==> src/hdl/added_mass_pair_block_defines.svh <==
// assertion macros for the added-mass pair block
// used by the top level only, expects clk and rst_n in scope
`ifndef ADDED_MASS_PAIR_BLOCK_DEFINES_SVH
`define ADDED_MASS_PAIR_BLOCK_DEFINES_SVH

// expression holds at every clock edge out of reset
`define AMP_ASSERT_ALWAYS(label, expr, msg) \
  label: assert property (@(posedge clk) disable iff (!rst_n) (expr)) else $error(msg);

// antecedent implies consequent in the same cycle
`define AMP_ASSERT_IMPL(label, ante, cons, msg) \
  label: assert property (@(posedge clk) disable iff (!rst_n) (ante) |-> (cons)) else $error(msg);

`endif

==> src/hdl/amp_mul.sv <==
// pipelined unsigned multiplier built from 32x32 partial products
// three register stages; depends on nothing
`timescale 1ns / 1ps

module amp_mul #(
  parameter int WA = 32,
  parameter int WB = 32
) (
  input  logic             clk,
  input  logic [WA-1:0]    a,
  input  logic [WB-1:0]    b,
  output logic [WA+WB-1:0] p
);

  localparam int LA = (WA + 31) / 32;
  localparam int LB = (WB + 31) / 32;
  localparam int RW = LB * 32 + 32;
  localparam int SW = LA * 32 + LB * 32;
  localparam int PW = WA + WB;

  logic [LA*32-1:0] a_ext;
  logic [LB*32-1:0] b_ext;
  logic [63:0]      pp_r [LA][LB];
  logic [RW-1:0]    row_nxt [LA];
  logic [RW-1:0]    row_r [LA];
  logic [SW-1:0]    sum_nxt;
  logic [PW-1:0]    p_r;

  assign a_ext = (LA*32)'(a);
  assign b_ext = (LB*32)'(b);

  // stage one: limb products
  always_ff @(posedge clk) begin
    for (int i = 0; i < LA; i++) begin
      for (int j = 0; j < LB; j++) begin
        pp_r[i][j] <= 64'(a_ext[32*i +: 32]) * 64'(b_ext[32*j +: 32]);
      end
    end
  end

  // stage two: one row sum per limb of a
  always_comb begin
    for (int i = 0; i < LA; i++) begin
      row_nxt[i] = '0;
      for (int j = 0; j < LB; j++) begin
        row_nxt[i] = row_nxt[i] + (RW'(pp_r[i][j]) << (32 * j));
      end
    end
  end

  always_ff @(posedge clk) begin
    for (int i = 0; i < LA; i++) begin
      row_r[i] <= row_nxt[i];
    end
  end

  // stage three: add the rows
  always_comb begin
    sum_nxt = '0;
    for (int i = 0; i < LA; i++) begin
      sum_nxt = sum_nxt + (SW'(row_r[i]) << (32 * i));
    end
  end

  always_ff @(posedge clk) begin
    p_r <= sum_nxt[PW-1:0];
  end

  assign p = p_r;

endmodule

==> config.mk <==
export PLATFORM = sky130hd
export DESIGN_NAME = amp_mul
export DESIGN_NICKNAME = d
export VERILOG_FILES = /design/src/hdl/added_mass_pair_block_defines.svh /design/src/hdl/amp_mul.sv
export SDC_FILE = /design/constraint.sdc
export NUM_CORES = 2
export LEC_CHECK = 0
export BUFFER_PORTS_ARGS = -buffer_cell sky130_fd_sc_hd__buf_4
export CELL_PAD_IN_SITES_DETAIL_PLACEMENT = 2
export CELL_PAD_IN_SITES_GLOBAL_PLACEMENT = 2
export CORE_MARGIN = 2
export CORE_UTILIZATION = 46
export CTS_CLUSTER_DIAMETER = 100
export CTS_CLUSTER_SIZE = 28
export DETAILED_ROUTE_END_ITERATION = 8
export PLACE_DENSITY_LB_ADDON = 0.2
export SETUP_SLACK_MARGIN = 0.05
export SKIP_CTS_REPAIR_TIMING = 1
export SLEW_MARGIN = 20
export SYNTH_ARGS = -nofsm -noshare
export SYNTH_HDL_FRONTEND = slang
export SYNTH_SLANG_ARGS = --single-unit
==> constraint.sdc <==
create_clock -name clk -period 24 [get_ports clk]
set_clock_uncertainty 0.1 [all_clocks]
set_input_delay 2.4 -clock clk [delete_from_list [all_inputs] [get_ports clk]]
set_output_delay 2.4 -clock clk [all_outputs]
set_load 0.01 [all_outputs]
==> impl_metrics.env <==
export IMPL_cts_tree="built"
export IMPL_maxSlewViolCount=0
export IMPL_synthDistinctLibCells=56
export IMPL_portBuffers=128
export IMPL_synth_seq_cells=192
export IMPL_worst_path_max_fanout=32
export IMPL_hp_class="reg -> reg"
export IMPL_cts_buffers=17
export IMPL_numClockSinks=192
export IMPL_drt_iter0_markers=1047
export IMPL_status="finished, final reports clean"
export IMPL_final_area_um2=39210
export IMPL_clockBufferDepth=2
export IMPL_routed_wl_mm=129.9
export IMPL_async_reset_ff_frac=0
export IMPL_rsz0062_at_grt="no"
export IMPL_area_delta_synth_final_pct=5.533
export IMPL_crit_type="in -> reg"
export IMPL_clockRootBuffer="clkbuf_16"
export IMPL_place_hpwl_mm=101.9
export IMPL_clk_latency_ns=0.45
export IMPL_grt_use_met2=0.6210
export IMPL_die_x_um=288.2
export IMPL_dpl_cell_area_um2=38580
export IMPL_synth_edf_count=0
export IMPL_fin_tns_setup_ns=0
export IMPL_hold_violations=0
export IMPL_vias=26550
export IMPL_dieArea_um2=83060
export IMPL_fin_crit_sh=0.4237
export IMPL_rows=104
export IMPL_final_common_cell="fa_1"
export IMPL_place_gp_congestion=0.8828
export IMPL_drc=0
export IMPL_grtUsageTotal=0.3243
export IMPL_htree_levels=4
export IMPL_ant_nets=0
export IMPL_finalSetupViolCount=0
export IMPL_synth_ff_type="dfxtp_1"
export IMPL_multi_input_area_um2=29210
export IMPL_regArea_um2=3844
export IMPL_seq_area_frac_synth=0.1035
export IMPL_num_nets_final=5026
export IMPL_grt_use_met1=0.3383
export IMPL_yosys_warnings=0
export IMPL_required_ns=24.25
export IMPL_synth_area_um2=37150
export IMPL_coreArea_um2=80290
export IMPL_max_cap_violations=0
export IMPL_first_pass_iters=5
export IMPL_grt_pass1_wl_mm=198.8
export IMPL_fmax_ghz=0.09834
export IMPL_fin_crit_ns=10.17
export IMPL_drive_gt1_frac=0.04509
export IMPL_initial_core_util=0.4628
export IMPL_cts_clk_slew_worst_paths_ns=0.09
export IMPL_io_pins=129
export IMPL_regToRegSetupSlack_ns=23.42
export IMPL_grt_antenna_before_repair=8
export IMPL_endpoint_kind="flop"
export IMPL_critPathArrivalTime_ns=10.42
export IMPL_grt_pass1_vias=33220
export IMPL_routedWlPerCell_um=26.64
export IMPL_netlist_instances=3879
export IMPL_syn_nets=5103
export IMPL_busiest_layer="met2"
export IMPL_critPathLaunchType="primary input"
export IMPL_gr_usage_met3=0.03294
export IMPL_n_fill_cell=8574
export IMPL_grt_max_degree=33
export IMPL_grt_overflow=0
export IMPL_die_h_um=288.2
export IMPL_worst_pin_slew_ns=0.6704
export IMPL_via_per_inst=5.443
export IMPL_final_cell_mix="fa_1, inv_1, and2_1"
export IMPL_synth_avg_cell_area_um2=9.578
export IMPL_slew_headroom=0.5531
## critical path, stage by stage
cell and delay, ns:
buf_4 0.25, and2_1 0.25, fa_1 0.57, inv_1 0.07
fa_1 0.59, inv_1 0.09, fa_1 0.54, inv_1 0.07
fa_1 0.55, inv_1 0.06, fa_1 0.53, fa_1 0.45
fa_1 0.52, fa_1 0.42, ha_1 0.44, a21oi_1 0.24
o21ai_1 0.12, a2111oi_0 0.49, o21bai_1 0.18, a221oi_1 0.45
o221ai_1 0.29, a311o_1 0.33, a21oi_1 0.22, o21ai_1 0.12
xor2_1 0.15
## layer usage
layer  wire [µm]  vias to the layer above  part of all wire
met5          22                        -           0.00017
met4        9416                        4             0.072
met3        3998                      411             0.031
met2       71640                      737              0.55
met1       44870                    14350              0.35
li1            -                    11050                 -
## flip-flops by register name (all words and copies together), names as in the netlist
name and flops:
p 64, row_r 64, pp_r 64
## kinds of logic (layout without fill, tap and decap cells)
group,Yosys count,count (layout),synth area share
AND/OR/NAND/NOR,1173,1173,0.1636
adder cells (fa/ha/maj),1159,1159,0.5713
buffers and inverters,1086,1022,0.1104
AO/OA/AOI/OAI,206,206,0.03637
flip-flops,192,192,0.1035
XOR/XNOR,63,63,0.01485
other,0,3,0
## cell type report
class | instances | area share
diodes | 3 | 0.0001915
clock buffers | 17 | 0.01085
clock inverters | 15 | 0.005106
inverters | 862 | 0.08252
multi-input cells | 2601 | 0.7450
flip-flops and latches | 192 | 0.09803
well taps | 1060 | 0.03382
repair buffers | 128 | 0.02451
## through the flow
stage          hold slack (ns)  setup WS [ns]  std cells  utilization
3_3_place_gp            0.2096          13.82       4843       0.4805
6_report                0.2235          13.83       4878       0.4884
4_1_cts                 0.2277          13.89       4875       0.4883
2_1_floorplan           0.2096          14.69       3879            -
5_1_grt                 0.2303          13.60       4876       0.4883
3_5_place_dp            0.2136          13.41       4843       0.4805
## cells in the mapped netlist (all sizes together) (3+ instances only)
library cell,count,area share
and3,10,0.0018
nor2b,7,0.0012
ha,263,0.089
a41oi,3,0.00071
nand3,16,0.0022
xor2,26,0.0061
o21a,5,0.0010
inv,862,0.087
fa,896,0.48
dfxtp,192,0.10
buf,11,0.0017
nor3,6,0.00081
and2,601,0.10
xnor2,37,0.0087
a21o,32,0.0065
a21boi,5,0.0010
nor2,31,0.0031
o211ai,3,0.00098
nand2b,3,0.00051
clkbuf,213,0.022
o21ai,41,0.0056
nand2,469,0.047
o31ai,3,0.00074
o21bai,14,0.0028
a311oi,3,0.0013
nand4,25,0.0044
a31oi,10,0.0019
a21oi,74,0.010
## final timing paths
path,startpoint,to,cells after the start
max,a[10],pp_r[0][62],25
min,row_r[0][44],p[44],0
max reg2reg,pp_r[0][63],row_r[0][63],0
min reg2reg,row_r[0][44],p[44],0
Power is not shown: default switching activity piles up to over one toggle a cycle in this logic, so the estimate is an artifact.
